<file path="config.mk">
export PLATFORM = sky130hd
export DESIGN_NAME = record_ring_queue_flat
export DESIGN_NICKNAME = d
export VERILOG_FILES = /design/src/rtl/rrq_pkg.sv /design/src/rtl/rrq_in_if.sv /design/src/rtl/rrq_out_if.sv /design/src/rtl/record_ring_queue.sv /design/src/rtl/rrq_ram.sv /design/src/rtl/rrq_engine.sv /design/src/flat_wrapper.sv
export SDC_FILE = /design/constraint.sdc
export NUM_CORES = 2
export LEC_CHECK = 0
export ABC_AREA = 1
export BUFFER_PORTS_ARGS = -buffer_cell sky130_fd_sc_hd__buf_2
export CAP_MARGIN = 20
export CELL_PAD_IN_SITES_DETAIL_PLACEMENT = 2
export CELL_PAD_IN_SITES_GLOBAL_PLACEMENT = 2
export CORE_MARGIN = 4
export CORE_UTILIZATION = 33
export CTS_BUF_LIST = sky130_fd_sc_hd__clkbuf_4 sky130_fd_sc_hd__clkbuf_8
export CTS_CLUSTER_DIAMETER = 50
export DETAILED_ROUTE_END_ITERATION = 10
export GPL_TIMING_DRIVEN = 0
export PLACE_DENSITY = 0.68
export SLEW_MARGIN = 20
export SYNTH_ARGS = -nofsm -noshare
export SYNTH_HDL_FRONTEND = slang
export SYNTH_SLANG_ARGS = --single-unit
</file>
<file path="constraint.sdc">
create_clock -name clk -period 34.2 [get_ports clk]
set_input_delay 1.71 -clock clk [delete_from_list [all_inputs] [get_ports clk]]
set_output_delay 1.71 -clock clk [all_outputs]
set_load 0.02 [all_outputs]
</file>
<file path="src/rtl/rrq_pkg.sv">
// ---------------------------------------------------------------------------
// rrq_pkg
// shared sizes, codes and types of the record ring queue
// ---------------------------------------------------------------------------
package rrq_pkg;

  localparam int QUEUE_BYTES    = 256;
  localparam int MAX_DATA_BYTES = 8;
  localparam int HEADER_BYTES   = 3;

  // fixed by the beat format
  localparam int DATA_SLOTS = 8;
  localparam int LEN_OUT_W  = 4;
  localparam int STEP_W     = 4;

  localparam int PTR_W = $clog2(QUEUE_BYTES);
  localparam int CNT_W = $clog2(QUEUE_BYTES + 1);
  localparam int SUM_W = $clog2(QUEUE_BYTES + HEADER_BYTES + 256);

  localparam logic OP_WRITE = 1'b0;
  localparam logic OP_READ  = 1'b1;

  localparam logic [1:0] ST_OK       = 2'd0;
  localparam logic [1:0] ST_OVERFLOW = 2'd1;
  localparam logic [1:0] ST_BOUNDS   = 2'd2;
  localparam logic [1:0] ST_EMPTY    = 2'd3;

  typedef struct packed {
    logic                           opcode;
    logic [7:0]                     rec_type;
    logic [7:0]                     rec_node;
    logic [7:0]                     rec_length;
    logic [DATA_SLOTS-1:0][7:0]     data;
  } rrq_req_t;

  typedef struct packed {
    logic [1:0]                     status;
    logic [7:0]                     out_type;
    logic [7:0]                     out_node;
    logic [LEN_OUT_W-1:0]           out_length;
    logic [DATA_SLOTS-1:0][7:0]     out_data;
  } rrq_res_t;

  typedef struct packed {
    logic             we;
    logic [PTR_W-1:0] waddr;
    logic [7:0]       wdata;
    logic             re;
    logic [PTR_W-1:0] raddr;
  } rrq_mem_req_t;

  // ring pointer advance with wrap
  function automatic logic [PTR_W-1:0] ptr_inc(input logic [PTR_W-1:0] ptr);
    logic [PTR_W-1:0] res;
    if (ptr == PTR_W'(QUEUE_BYTES - 1)) begin
      res = '0;
    end else begin
      res = ptr + PTR_W'(1);
    end
    return res;
  endfunction

endpackage

</file>
<file path="src/rtl/rrq_in_if.sv">
// ---------------------------------------------------------------------------
// rrq_in_if
// request channel of the record ring queue
// ---------------------------------------------------------------------------
interface rrq_in_if;
  logic       valid;
  logic       ready;
  logic       opcode;
  logic [7:0] rec_type;
  logic [7:0] rec_node;
  logic [7:0] rec_length;
  logic [7:0] data0;
  logic [7:0] data1;
  logic [7:0] data2;
  logic [7:0] data3;
  logic [7:0] data4;
  logic [7:0] data5;
  logic [7:0] data6;
  logic [7:0] data7;

  modport source (
    output valid, opcode, rec_type, rec_node, rec_length,
    output data0, data1, data2, data3, data4, data5, data6, data7,
    input  ready
  );
  modport sink (
    input  valid, opcode, rec_type, rec_node, rec_length,
    input  data0, data1, data2, data3, data4, data5, data6, data7,
    output ready
  );
endinterface

</file>
<file path="src/rtl/rrq_out_if.sv">
// ---------------------------------------------------------------------------
// rrq_out_if
// result channel of the record ring queue
// ---------------------------------------------------------------------------
interface rrq_out_if;
  logic       valid;
  logic       ready;
  logic [1:0] status;
  logic [7:0] out_type;
  logic [7:0] out_node;
  logic [3:0] out_length;
  logic [7:0] out_data0;
  logic [7:0] out_data1;
  logic [7:0] out_data2;
  logic [7:0] out_data3;
  logic [7:0] out_data4;
  logic [7:0] out_data5;
  logic [7:0] out_data6;
  logic [7:0] out_data7;

  modport source (
    output valid, status, out_type, out_node, out_length,
    output out_data0, out_data1, out_data2, out_data3,
    output out_data4, out_data5, out_data6, out_data7,
    input  ready
  );
  modport sink (
    input  valid, status, out_type, out_node, out_length,
    input  out_data0, out_data1, out_data2, out_data3,
    input  out_data4, out_data5, out_data6, out_data7,
    output ready
  );
endinterface

</file>
<file path="src/rtl/record_ring_queue.sv">
// ---------------------------------------------------------------------------
// record_ring_queue
// byte-wide ring buffer of length-prefixed records
// ---------------------------------------------------------------------------
// usage:
//   in_ch carries one request beat: opcode 0 appends a record (type, node,
//   length header plus rec_length data bytes), opcode 1 removes the oldest
//   record. every request beat gives exactly one result beat on out_ch,
//   with status ok, overflow, bounds or empty; fields other than status are
//   zero unless a record is returned.
// timing:
//   the sequencer moves one byte per cycle through a single ring ram: a
//   write stores the three header bytes and then the data bytes, and a
//   read issues each ram read ahead of the byte it takes. a request
//   refused at intake goes straight to the result, a read refused for its
//   stored length once its length byte is read. the result passes the
//   done state to the output register. only one request is handled at a time.
// stall:
//   the output register holds a finished result while out_ch is stalled;
//   the sequencer can take and process the next request meanwhile and then
//   waits with its result until the output register frees up.
// reset:
//   rst_n (synchronous, active low) empties the queue: head, tail and count
//   go to zero. ram contents are not cleared and are never read unwritten.
// ---------------------------------------------------------------------------
module record_ring_queue import rrq_pkg::*; (
  input  logic      clk,
  input  logic      rst_n,
  rrq_in_if.sink    in_ch,
  rrq_out_if.source out_ch
);

  rrq_req_t     req;
  rrq_res_t     res;
  rrq_mem_req_t mem_req;
  logic [7:0]   mem_rdata;
  logic         res_valid;
  logic         res_ready;

  // output register
  logic         out_vld_r, out_vld_nxt;
  rrq_res_t     out_res_r;

  // gather the request beat
  assign req.opcode     = in_ch.opcode;
  assign req.rec_type   = in_ch.rec_type;
  assign req.rec_node   = in_ch.rec_node;
  assign req.rec_length = in_ch.rec_length;
  assign req.data[0]    = in_ch.data0;
  assign req.data[1]    = in_ch.data1;
  assign req.data[2]    = in_ch.data2;
  assign req.data[3]    = in_ch.data3;
  assign req.data[4]    = in_ch.data4;
  assign req.data[5]    = in_ch.data5;
  assign req.data[6]    = in_ch.data6;
  assign req.data[7]    = in_ch.data7;

  rrq_engine u_engine (
    .clk       (clk),
    .rst_n     (rst_n),
    .in_valid  (in_ch.valid),
    .in_ready  (in_ch.ready),
    .in_req    (req),
    .res_valid (res_valid),
    .res_ready (res_ready),
    .res       (res),
    .mem_req   (mem_req),
    .mem_rdata (mem_rdata)
  );

  // the record bytes themselves
  rrq_ram #(
    .WIDTH (8),
    .DEPTH (QUEUE_BYTES)
  ) u_ring (
    .clk   (clk),
    .we    (mem_req.we),
    .waddr (mem_req.waddr),
    .wdata (mem_req.wdata),
    .re    (mem_req.re),
    .raddr (mem_req.raddr),
    .rdata (mem_rdata)
  );

  // take a result whenever the output register is empty or being drained
  assign res_ready = !out_vld_r || out_ch.ready;

  always_comb begin
    out_vld_nxt = out_vld_r;
    if (res_valid && res_ready) begin
      out_vld_nxt = 1'b1;
    end else if (out_ch.ready) begin
      out_vld_nxt = 1'b0;
    end
  end

  always_ff @(posedge clk) begin
    if (!rst_n) begin
      out_vld_r <= 1'b0;
    end else begin
      out_vld_r <= out_vld_nxt;
    end
  end

  always_ff @(posedge clk) begin
    if (res_valid && res_ready) begin
      out_res_r <= res;
    end
  end

  assign out_ch.valid      = out_vld_r;
  assign out_ch.status     = out_res_r.status;
  assign out_ch.out_type   = out_res_r.out_type;
  assign out_ch.out_node   = out_res_r.out_node;
  assign out_ch.out_length = out_res_r.out_length;
  assign out_ch.out_data0  = out_res_r.out_data[0];
  assign out_ch.out_data1  = out_res_r.out_data[1];
  assign out_ch.out_data2  = out_res_r.out_data[2];
  assign out_ch.out_data3  = out_res_r.out_data[3];
  assign out_ch.out_data4  = out_res_r.out_data[4];
  assign out_ch.out_data5  = out_res_r.out_data[5];
  assign out_ch.out_data6  = out_res_r.out_data[6];
  assign out_ch.out_data7  = out_res_r.out_data[7];

endmodule

</file>
<file path="src/rtl/rrq_ram.sv">
// ---------------------------------------------------------------------------
// rrq_ram
// generic one-write one-read ram with registered read data
// ---------------------------------------------------------------------------
module rrq_ram #(
  parameter int WIDTH = 8,
  parameter int DEPTH = 256
) (
  input  logic                     clk,
  input  logic                     we,
  input  logic [$clog2(DEPTH)-1:0] waddr,
  input  logic [WIDTH-1:0]         wdata,
  input  logic                     re,
  input  logic [$clog2(DEPTH)-1:0] raddr,
  output logic [WIDTH-1:0]         rdata
);

  logic [WIDTH-1:0] mem [DEPTH];

  always_ff @(posedge clk) begin
    if (we) begin
      mem[waddr] <= wdata;
    end
    if (re) begin
      rdata <= mem[raddr];
    end
  end

endmodule

</file>
<file path="src/rtl/rrq_engine.sv">
// ---------------------------------------------------------------------------
// rrq_engine
// byte sequencer: checks a request, then moves its bytes through the ring ram
// ---------------------------------------------------------------------------
module rrq_engine import rrq_pkg::*; (
  input  logic         clk,
  input  logic         rst_n,
  input  logic         in_valid,
  output logic         in_ready,
  input  rrq_req_t     in_req,
  output logic         res_valid,
  input  logic         res_ready,
  output rrq_res_t     res,
  output rrq_mem_req_t mem_req,
  input  logic [7:0]   mem_rdata
);

  typedef enum logic [3:0] {
    S_IDLE  = 4'b0001,
    S_WRITE = 4'b0010,
    S_READ  = 4'b0100,
    S_DONE  = 4'b1000
  } rrq_state_t;

  rrq_state_t          state_r, state_nxt;
  logic [PTR_W-1:0]    head_r, head_nxt;
  logic [PTR_W-1:0]    tail_r, tail_nxt;
  logic [CNT_W-1:0]    count_r, count_nxt;
  logic [PTR_W-1:0]    addr_r, addr_nxt;
  logic [STEP_W-1:0]   step_r, step_nxt;
  logic                rd_vld_r, rd_vld_nxt;
  logic [LEN_OUT_W-1:0] rlen_r, rlen_nxt;
  rrq_req_t            req_r, req_nxt;
  rrq_res_t            res_r, res_nxt;

  logic [SUM_W-1:0]    fill_sum;
  logic [SUM_W-1:0]    need_sum;
  logic [STEP_W-1:0]   last_wr;
  logic [STEP_W-1:0]   didx_full;
  logic [2:0]          didx;

  assign fill_sum  = SUM_W'(count_r) + SUM_W'(HEADER_BYTES) + SUM_W'(in_req.rec_length);
  assign need_sum  = SUM_W'(mem_rdata) + SUM_W'(HEADER_BYTES);
  assign last_wr   = STEP_W'(req_r.rec_length[LEN_OUT_W-1:0]) + STEP_W'(HEADER_BYTES - 1);
  assign didx_full = step_r - STEP_W'(HEADER_BYTES);
  assign didx      = didx_full[2:0];

  always_comb begin
    state_nxt  = state_r;
    head_nxt   = head_r;
    tail_nxt   = tail_r;
    count_nxt  = count_r;
    addr_nxt   = addr_r;
    step_nxt   = step_r;
    rd_vld_nxt = rd_vld_r;
    rlen_nxt   = rlen_r;
    req_nxt    = req_r;
    res_nxt    = res_r;

    mem_req       = '0;
    mem_req.waddr = addr_r;
    mem_req.raddr = addr_r;
    case (step_r)
      STEP_W'(0): mem_req.wdata = req_r.rec_type;
      STEP_W'(1): mem_req.wdata = req_r.rec_node;
      STEP_W'(2): mem_req.wdata = req_r.rec_length;
      default:    mem_req.wdata = req_r.data[didx];
    endcase

    case (state_r)
      S_IDLE: begin
        if (in_valid) begin
          req_nxt    = in_req;
          res_nxt    = '0;
          step_nxt   = '0;
          rd_vld_nxt = 1'b0;
          if (in_req.opcode == OP_WRITE) begin
            addr_nxt = head_r;
            if (fill_sum > SUM_W'(QUEUE_BYTES)) begin
              res_nxt.status = ST_OVERFLOW;
              state_nxt      = S_DONE;
            end else if (in_req.rec_length > 8'(MAX_DATA_BYTES)) begin
              res_nxt.status = ST_BOUNDS;
              state_nxt      = S_DONE;
            end else begin
              state_nxt = S_WRITE;
            end
          end else begin
            addr_nxt = tail_r;
            if (count_r == '0) begin
              res_nxt.status = ST_EMPTY;
              state_nxt      = S_DONE;
            end else if (count_r < CNT_W'(HEADER_BYTES)) begin
              res_nxt.status = ST_BOUNDS;
              state_nxt      = S_DONE;
            end else begin
              state_nxt = S_READ;
            end
          end
        end
      end
      S_WRITE: begin
        mem_req.we = 1'b1;
        addr_nxt   = ptr_inc(addr_r);
        step_nxt   = step_r + STEP_W'(1);
        if (step_r == last_wr) begin
          head_nxt  = ptr_inc(addr_r);
          count_nxt = count_r + CNT_W'(req_r.rec_length) + CNT_W'(HEADER_BYTES);
          state_nxt = S_DONE;
        end
      end
      S_READ: begin
        // one read issued ahead of the byte being taken
        mem_req.re = 1'b1;
        addr_nxt   = ptr_inc(addr_r);
        rd_vld_nxt = 1'b1;
        if (rd_vld_r) begin
          step_nxt = step_r + STEP_W'(1);
          if (step_r == STEP_W'(0)) begin
            res_nxt.out_type = mem_rdata;
          end else if (step_r == STEP_W'(1)) begin
            res_nxt.out_node = mem_rdata;
          end else if (step_r == STEP_W'(2)) begin
            if (mem_rdata > 8'(MAX_DATA_BYTES) || SUM_W'(count_r) < need_sum) begin
              res_nxt        = '0;
              res_nxt.status = ST_BOUNDS;
              state_nxt      = S_DONE;
            end else begin
              res_nxt.out_length = mem_rdata[LEN_OUT_W-1:0];
              rlen_nxt           = mem_rdata[LEN_OUT_W-1:0];
              if (mem_rdata == '0) begin
                tail_nxt  = addr_r;
                count_nxt = count_r - CNT_W'(HEADER_BYTES);
                state_nxt = S_DONE;
              end
            end
          end else begin
            res_nxt.out_data[didx] = mem_rdata;
            if (step_r == STEP_W'(rlen_r) + STEP_W'(HEADER_BYTES - 1)) begin
              tail_nxt  = addr_r;
              count_nxt = count_r - CNT_W'(step_r) - CNT_W'(1);
              state_nxt = S_DONE;
            end
          end
        end
      end
      S_DONE: begin
        if (res_ready) begin
          state_nxt = S_IDLE;
        end
      end
      default: begin
        state_nxt = S_IDLE;
      end
    endcase
  end

  always_ff @(posedge clk) begin
    if (!rst_n) begin
      state_r  <= S_IDLE;
      head_r   <= '0;
      tail_r   <= '0;
      count_r  <= '0;
      rd_vld_r <= 1'b0;
      step_r   <= '0;
    end else begin
      state_r  <= state_nxt;
      head_r   <= head_nxt;
      tail_r   <= tail_nxt;
      count_r  <= count_nxt;
      rd_vld_r <= rd_vld_nxt;
      step_r   <= step_nxt;
    end
  end

  always_ff @(posedge clk) begin
    addr_r <= addr_nxt;
    rlen_r <= rlen_nxt;
    req_r  <= req_nxt;
    res_r  <= res_nxt;
  end

  assign in_ready  = (state_r == S_IDLE);
  assign res_valid = (state_r == S_DONE);
  assign res       = res_r;

`ifndef SYNTHESIS
  a_count_max: assert property (@(posedge clk) disable iff (!rst_n)
    count_r <= CNT_W'(QUEUE_BYTES))
    else $error("byte count above capacity");

  a_err_keeps_ptrs: assert property (@(posedge clk) disable iff (!rst_n)
    ($past(state_r) != S_DONE && state_r == S_DONE && res_r.status != ST_OK)
      |-> ($stable(head_r) && $stable(tail_r) && $stable(count_r)))
    else $error("refused beat moved a pointer");

  a_read_frees: assert property (@(posedge clk) disable iff (!rst_n)
    ($past(state_r) == S_READ && state_r == S_DONE && res_r.status == ST_OK)
      |-> (count_r < $past(count_r)))
    else $error("successful read freed no bytes");

  a_len_legal: assert property (@(posedge clk) disable iff (!rst_n)
    res_valid |-> (res_r.out_length <= LEN_OUT_W'(MAX_DATA_BYTES)))
    else $error("returned length above data maximum");
`endif

endmodule

</file>
<file path="src/flat_wrapper.sv">
// flat-port wrapper written by rule: the top's interface ports become plain ports
module record_ring_queue_flat import rrq_pkg::*;
  (clk, rst_n, in_ch_valid, in_ch_opcode, in_ch_rec_type, in_ch_rec_node, in_ch_rec_length, in_ch_data0, in_ch_data1, in_ch_data2, in_ch_data3, in_ch_data4, in_ch_data5, in_ch_data6, in_ch_data7, in_ch_ready, out_ch_valid, out_ch_status, out_ch_out_type, out_ch_out_node, out_ch_out_length, out_ch_out_data0, out_ch_out_data1, out_ch_out_data2, out_ch_out_data3, out_ch_out_data4, out_ch_out_data5, out_ch_out_data6, out_ch_out_data7, out_ch_ready);
  rrq_in_if in_ch_i ();
  rrq_out_if out_ch_i ();
  input  logic clk;
  input  logic rst_n;
  input wire logic [$bits(in_ch_i.valid)-1:0] in_ch_valid;
  input wire logic [$bits(in_ch_i.opcode)-1:0] in_ch_opcode;
  input wire logic [$bits(in_ch_i.rec_type)-1:0] in_ch_rec_type;
  input wire logic [$bits(in_ch_i.rec_node)-1:0] in_ch_rec_node;
  input wire logic [$bits(in_ch_i.rec_length)-1:0] in_ch_rec_length;
  input wire logic [$bits(in_ch_i.data0)-1:0] in_ch_data0;
  input wire logic [$bits(in_ch_i.data1)-1:0] in_ch_data1;
  input wire logic [$bits(in_ch_i.data2)-1:0] in_ch_data2;
  input wire logic [$bits(in_ch_i.data3)-1:0] in_ch_data3;
  input wire logic [$bits(in_ch_i.data4)-1:0] in_ch_data4;
  input wire logic [$bits(in_ch_i.data5)-1:0] in_ch_data5;
  input wire logic [$bits(in_ch_i.data6)-1:0] in_ch_data6;
  input wire logic [$bits(in_ch_i.data7)-1:0] in_ch_data7;
  output wire logic [$bits(in_ch_i.ready)-1:0] in_ch_ready;
  output wire logic [$bits(out_ch_i.valid)-1:0] out_ch_valid;
  output wire logic [$bits(out_ch_i.status)-1:0] out_ch_status;
  output wire logic [$bits(out_ch_i.out_type)-1:0] out_ch_out_type;
  output wire logic [$bits(out_ch_i.out_node)-1:0] out_ch_out_node;
  output wire logic [$bits(out_ch_i.out_length)-1:0] out_ch_out_length;
  output wire logic [$bits(out_ch_i.out_data0)-1:0] out_ch_out_data0;
  output wire logic [$bits(out_ch_i.out_data1)-1:0] out_ch_out_data1;
  output wire logic [$bits(out_ch_i.out_data2)-1:0] out_ch_out_data2;
  output wire logic [$bits(out_ch_i.out_data3)-1:0] out_ch_out_data3;
  output wire logic [$bits(out_ch_i.out_data4)-1:0] out_ch_out_data4;
  output wire logic [$bits(out_ch_i.out_data5)-1:0] out_ch_out_data5;
  output wire logic [$bits(out_ch_i.out_data6)-1:0] out_ch_out_data6;
  output wire logic [$bits(out_ch_i.out_data7)-1:0] out_ch_out_data7;
  input wire logic [$bits(out_ch_i.ready)-1:0] out_ch_ready;
  assign in_ch_i.valid = in_ch_valid;
  assign in_ch_i.opcode = in_ch_opcode;
  assign in_ch_i.rec_type = in_ch_rec_type;
  assign in_ch_i.rec_node = in_ch_rec_node;
  assign in_ch_i.rec_length = in_ch_rec_length;
  assign in_ch_i.data0 = in_ch_data0;
  assign in_ch_i.data1 = in_ch_data1;
  assign in_ch_i.data2 = in_ch_data2;
  assign in_ch_i.data3 = in_ch_data3;
  assign in_ch_i.data4 = in_ch_data4;
  assign in_ch_i.data5 = in_ch_data5;
  assign in_ch_i.data6 = in_ch_data6;
  assign in_ch_i.data7 = in_ch_data7;
  assign in_ch_ready = in_ch_i.ready;
  assign out_ch_valid = out_ch_i.valid;
  assign out_ch_status = out_ch_i.status;
  assign out_ch_out_type = out_ch_i.out_type;
  assign out_ch_out_node = out_ch_i.out_node;
  assign out_ch_out_length = out_ch_i.out_length;
  assign out_ch_out_data0 = out_ch_i.out_data0;
  assign out_ch_out_data1 = out_ch_i.out_data1;
  assign out_ch_out_data2 = out_ch_i.out_data2;
  assign out_ch_out_data3 = out_ch_i.out_data3;
  assign out_ch_out_data4 = out_ch_i.out_data4;
  assign out_ch_out_data5 = out_ch_i.out_data5;
  assign out_ch_out_data6 = out_ch_i.out_data6;
  assign out_ch_out_data7 = out_ch_i.out_data7;
  assign out_ch_i.ready = out_ch_ready;
  record_ring_queue u_core (.clk(clk), .rst_n(rst_n), .in_ch(in_ch_i), .out_ch(out_ch_i));
endmodule
</file>
# ---- Yosys cells after proc, flatten, opt, wreduce, memory -nomap -nowiden
# Memories as Yosys holds them, arrays and structs flattened. A register that Yosys moved wholly into a read port is not among the register bits.
# Index checks and enable logic that the tools add are counted.
dict set report totals {
  ff_bits 307
  latchBits 0
  ram_bits 2048
  rom_bits 0
  inputBits 93
  output_inout_bits 88
  wordCells 195
  memories 1
}
dict set report op_classes {
  addsub 13
  n_mul 0
  n_div 0
  order_cmp 7
  eq_ne 29
  n_shift 0
  n_mux 69
  bitwise_logic 3
  reduce_logical 29
}
# memory words width read_ports rd_clocked_by_memory_dff wr line
set mem_list {}
lappend mem_list {u_core.u_ring.mem 256 8 1 1 1 rrq_ram.sv:18} ;# logic [WIDTH-1:0] mem [DEPTH];
# operator n
set op_table {}
lappend op_table {{2-to-1 mux 86 bit} 2}
lappend op_table {{one-hot mux 86 bit (2 select lines)} 1}
lappend op_table {{2-to-1 mux 64 bit} 2}
lappend op_table {{2-to-1 mux 8 bit} 11}
lappend op_table {{2-to-1 mux 76 bit} 1}
lappend op_table {{2-to-1 mux 4 bit} 18}
lappend op_table {{2-to-1 mux 9 bit} 8}
lappend op_table {{2-to-1 mux 68 bit} 1}
lappend op_table {{bitwise mux 64 bit} 1}
lappend op_table {{AND reduction 6 bit} 5}
lappend op_table {{!= test 3 bit, second input constant} 9}
lappend op_table {{binary-select mux 8 bit (select 3 bit)} 1}
lappend op_table {{demux 8 bit (select 3 bit)} 1}
lappend op_table {{one-hot mux 8 bit (3 select lines)} 1}
lappend op_table {{2-to-1 mux 22 bit} 1}
lappend op_table {{2-to-1 mux 18 bit} 1}
lappend op_table {{!= test 2 bit, second input constant} 9}
lappend op_table {{one-hot mux 9 bit (2 select lines)} 1}
lappend op_table {{> comparator 8 x 4 -> 1 bit, second input constant} 2}
lappend op_table {{one-hot mux 4 bit (4 select lines)} 1}
lappend op_table {{one-hot mux 8 bit (2 select lines)} 1}
lappend op_table {{AND reduction 8 bit} 2}
lappend op_table {{AND reduction 7 bit} 2}
lappend op_table {{2-to-1 mux 2 bit} 6}
lappend op_table {{other kinds (41)} 62}

# ---- Logic depth before layout (Yosys ltp)
dict set report logic_depth {
  word_depth 11
  depth_mapped 20
  mapped_depth_nobuf 18
}

# ---- Cells and area by module
# A second synthesis with hierarchy kept.
dict set report unflattened {
  hier_cells 8324
  area_unflattened_um2 97689.9
}
# module instances cells_per_inst area_each_um2 seq_area_each_um2
set by_module_without_submodules {}
lappend by_module_without_submodules {rrq_ram 1 7003 83476.3 61739.2}
lappend by_module_without_submodules {rrq_engine 1 1228 11579.9 6266.0}
lappend by_module_without_submodules {record_ring_queue 1 93 2633.8 2602.5}

# ---- Least setup slack after synthesis
# Ideal clock, no wire load.
dict set report synth_path {
  path_kind {register to register}
  start {register u_core.u_engine.step_r[0]}
  end {memory u_core.u_ring.mem[0][6] (data pin)}
  setup_ns 1.730
  t_arrival_ns 9.754
  t_required_ns 32.470
  setup_slack_ns 22.715
  path_stages_with_launch 11
  path_buffers 3
  synth_period_minus_slack_ns 11.485
  cell_sequence {dfxtp_1 buf_2 inv_2 ha_1 clkbuf_1 inv_1 nor3_1 buf_2 o2bb2ai_1 nor2_1 a31oi_1}
}
# item line
set synth_rtl {}
lappend synth_rtl {{start, declared} rrq_engine.sv:30} ;# logic [STEP_W-1:0] step_r, step_nxt;
lappend synth_rtl {{start signal, assigned} rrq_engine.sv:172} ;# step_r <= step_nxt;
lappend synth_rtl {{end, declared} rrq_ram.sv:18}

# ---- Worst setup path after layout
dict set report layout_path {
  start {register u_core.u_engine.addr_r[1]}
  end {memory u_core.u_ring.mem[61][1], enable pin}
}
# item line
set layout_rtl {}
lappend layout_rtl {{start, declared} rrq_engine.sv:29} ;# logic [PTR_W-1:0] addr_r, addr_nxt;
lappend layout_rtl {{start signal, assigned} rrq_engine.sv:177} ;# addr_r <= addr_nxt;
# No word-level cell before the write port.

==> flow_summary.ini <==
[timing]
min_period_ns = 7.34
drv_slew = 0
rsz0062_at_grt = no
fmax_mhz = 136
period_share = 0.215
tightest_slew_ns = 1.34
worst_clock_skew_ns = 0.142
hold_viol = 0
tns_ns = 0
slew_headroom = 0.107
setup_viol = 0

[outcome]
status = finished clean

[critical_path]
reg2reg_to = u_core.u_ring.mem[61][1]
path_class = flop to flop
r2r-start = u_core.u_engine.addr_r[1]
start_kind = flop
crit_required_ns = 35.05
end_kind = flop
reg2reg_depth = 12
ff2ff_setup_slack_ns = 26.86
path_max_fanout = 11
critPathArrivalTime_ns = 8.19

[die]
rows = 199
die_w_um = 552
io_pins = 181
die_h_um = 552
start_util = 0.332
dieArea_um2 = 305000
core_um2 = 294000

[power]
seqPwrFrac = 0.368
power.total_mw = 10.6
leakagePower_nw = 44.8
ir_drop_uv = 44.1
p_comb_frac = 0.362
switching_share = 0.406
p_int_mw = 6.31
power_density_nw_per_um2 = 86.8
power_frac_clock = 0.270
p_sw_mw = 4.32

[cts]
htreeDepth = 5
root_buffer = clkbuf_8
ctsHoldBuffers = 0
cts.clk_slew.worst_paths_ns = 0.06
cts_sinks = 2363
clk_latency_ns = 1.26
clock_path_buffers = 4
cts_tree = yes
cts.repair.resized = 0
cts_inserted_buffers = 436
postCtsSetupBuffers = 0

[min_path]
holdPathStages = 0
hp-start = u_core.u_engine.res[64]
min_path_type = flop to flop
min_to = u_core.out_ch.out_length[0]

[synth]
syn_nets = 8847
synth.avg_cell_area_um2 = 11.2
synth_area_um2 = 97600
ys_seq_area_frac = 0.723
ys_ff_latch = 2363
yosys.cell_types.count = 42
synth_edf_count = 2328
syn_inst = 8695
ys.warnings.count = 0
synth_flop_cell = edfxtp_1
ys_async_sr_fraction = 0

[detailed_routing]
drtIter0Drc = 16600
drtAntennaViolNets = 0
drt-total-wl_mm = 710
via_per_inst = 6.24
route.met3.wl_mm = 96.8
met2_length_mm = 286
vias = 87600
top_layer = met5
m1WireLength_mm = 259
drt_pass1_iterations = 5
drc = 0
wl_per_cell_um = 50.6

[finish]
fin_util = 0.417
final_area_um2 = 123000
syn_to_final_growth_pct = 25.6
final_common_cell = edfxtp_1
drive_gt1_frac = 0.189
nFillCells = 30200
nets = 9838
layout_common_cells = edfxtp_1, nor2_1, nand2_1

[global_route]
grt_max_degree = 57
grt_overflow = 0
grt_pass1_vias = 82800
grt_pass1_wl_mm = 882
antenna_found_initial = 158
track_usage = 0.454

[place]
postPlaceCellArea_um2 = 114000
routabilityCongestion = 1.05
portBuffers = 179
dpl.hpwl_mm = 531

[job]
cap_violations = 0
[registers in the layout, indices dropped and copies added (netlist names), 9 cells and up]
signal / count
u_core.u_engine.count_r: 9
u_core.u_ring.mem: 2048
u_core.u_engine.res: 86
u_core.u_engine.req_r: 88
[cell families after synthesis]
kind of cell | share of synthesized area
and+or+nand+nor | 0.159
xor gates and xnor gates | 0.00215
AOI/OAI and AO/OA | 0.0739
muxes | 0.000103
buffers and inverters | 0.0340
adders and majority gates | 0.00779
DFF | 0.723
[critical path: stages, from the launching register on]
cell	delay, ns
edfxtp_1	0.50
buf_2	0.33
inv_1	0.14
buf_2	0.26
buf_2	0.80
clkbuf_1	0.81
ha_1	0.56
inv_1	0.51
nor2_1	0.31
nand2_1	0.61
clkbuf_2	0.77
nor2_4	0.98
buf_16	0.25
[stage by stage]
step | std cells | hold slack (ns) | setup WS (ns)
6_report | 14000 | 0.405 | 26.86
4_1_cts | 14000 | 0.395 | 27.57
3_3_place_gp | 12800 | 0.405 | 7.64
2_1_floorplan | 8695 | 0.400 | 22.72
3_5_place_dp | 13200 | 0.408 | 27.61
5_1_grt | 14000 | 0.406 | 27.33
[cells in the mapped netlist (69+ instances only)]
cell / instances / share of area
edfxtp_1: 2328 / 0.72
nor2_1: 2133 / 0.082
nand2_1: 1777 / 0.068
o21ai_0: 1059 / 0.054
inv_1: 290 / 0.011
clkbuf_1: 243 / 0.0093
buf_2: 158 / 0.0081
a21oi_1: 118 / 0.0060
nand3_1: 105 / 0.0054
o21ai_1: 97 / 0.0050
o22ai_1: 69 / 0.0044
[layout make-up]
class	count	area, um2	area share
Tap cell	3919	4900	0.0400
Multi-Input combinational cell	5544	25200	0.205
Inverter	302	1140	0.00927
Antenna cell	86	215	0.00176
Clock buffer	577	7100	0.0579
Sequential cell	2363	70600	0.576
Buffer	486	2450	0.0200
Timing Repair Buffer	553	9370	0.0765
Clock inverter	209	1620	0.0132
[power by group through the flow]
stage	registers (mW)	logic [mW]	clock network, mW
3_3_place_gp	4.88	2.75	0
5_1_grt	3.92	3.77	2.98
6_report	3.91	3.86	2.87
4_1_cts	3.91	3.63	2.85
3_5_place_dp	3.97	3.61	0
2_1_floorplan	4.32	1.02	0
[routing by layer]
| layer | global-route usage | up-vias |
|---|---|---|
| li1 | - | 32000 |
| met1 | 0.565 | 45700 |
| met2 | 0.627 | 7799 |
| met3 | 0.171 | 2031 |
| met4 | 0.362 | 54 |
| met5 | 0 | - |
[how the worst max path moves through the flow]
stage | from | end | slack (ns) | cells after the start
5_1_grt | u_core.u_engine.addr_r[1] | u_core.u_ring.mem[61][1] | 27.33 | 12
6_report | u_core.u_engine.addr_r[1] | u_core.u_ring.mem[61][1] | 26.86 | 12
3_3_place_gp | u_core.u_engine.step_r[0] | u_core.u_ring.mem[244][5] | 7.64 | 10
3_5_place_dp | u_core.u_engine.addr_r[1] | u_core.u_ring.mem[61][1] | 27.61 | 12
4_1_cts | u_core.u_engine.addr_r[1] | u_core.u_ring.mem[61][1] | 27.57 | 12
2_1_floorplan | u_core.u_engine.step_r[0] | u_core.u_ring.mem[0][6] | 22.72 | 10
No activity file was read; power rests on OpenSTA's default activity.
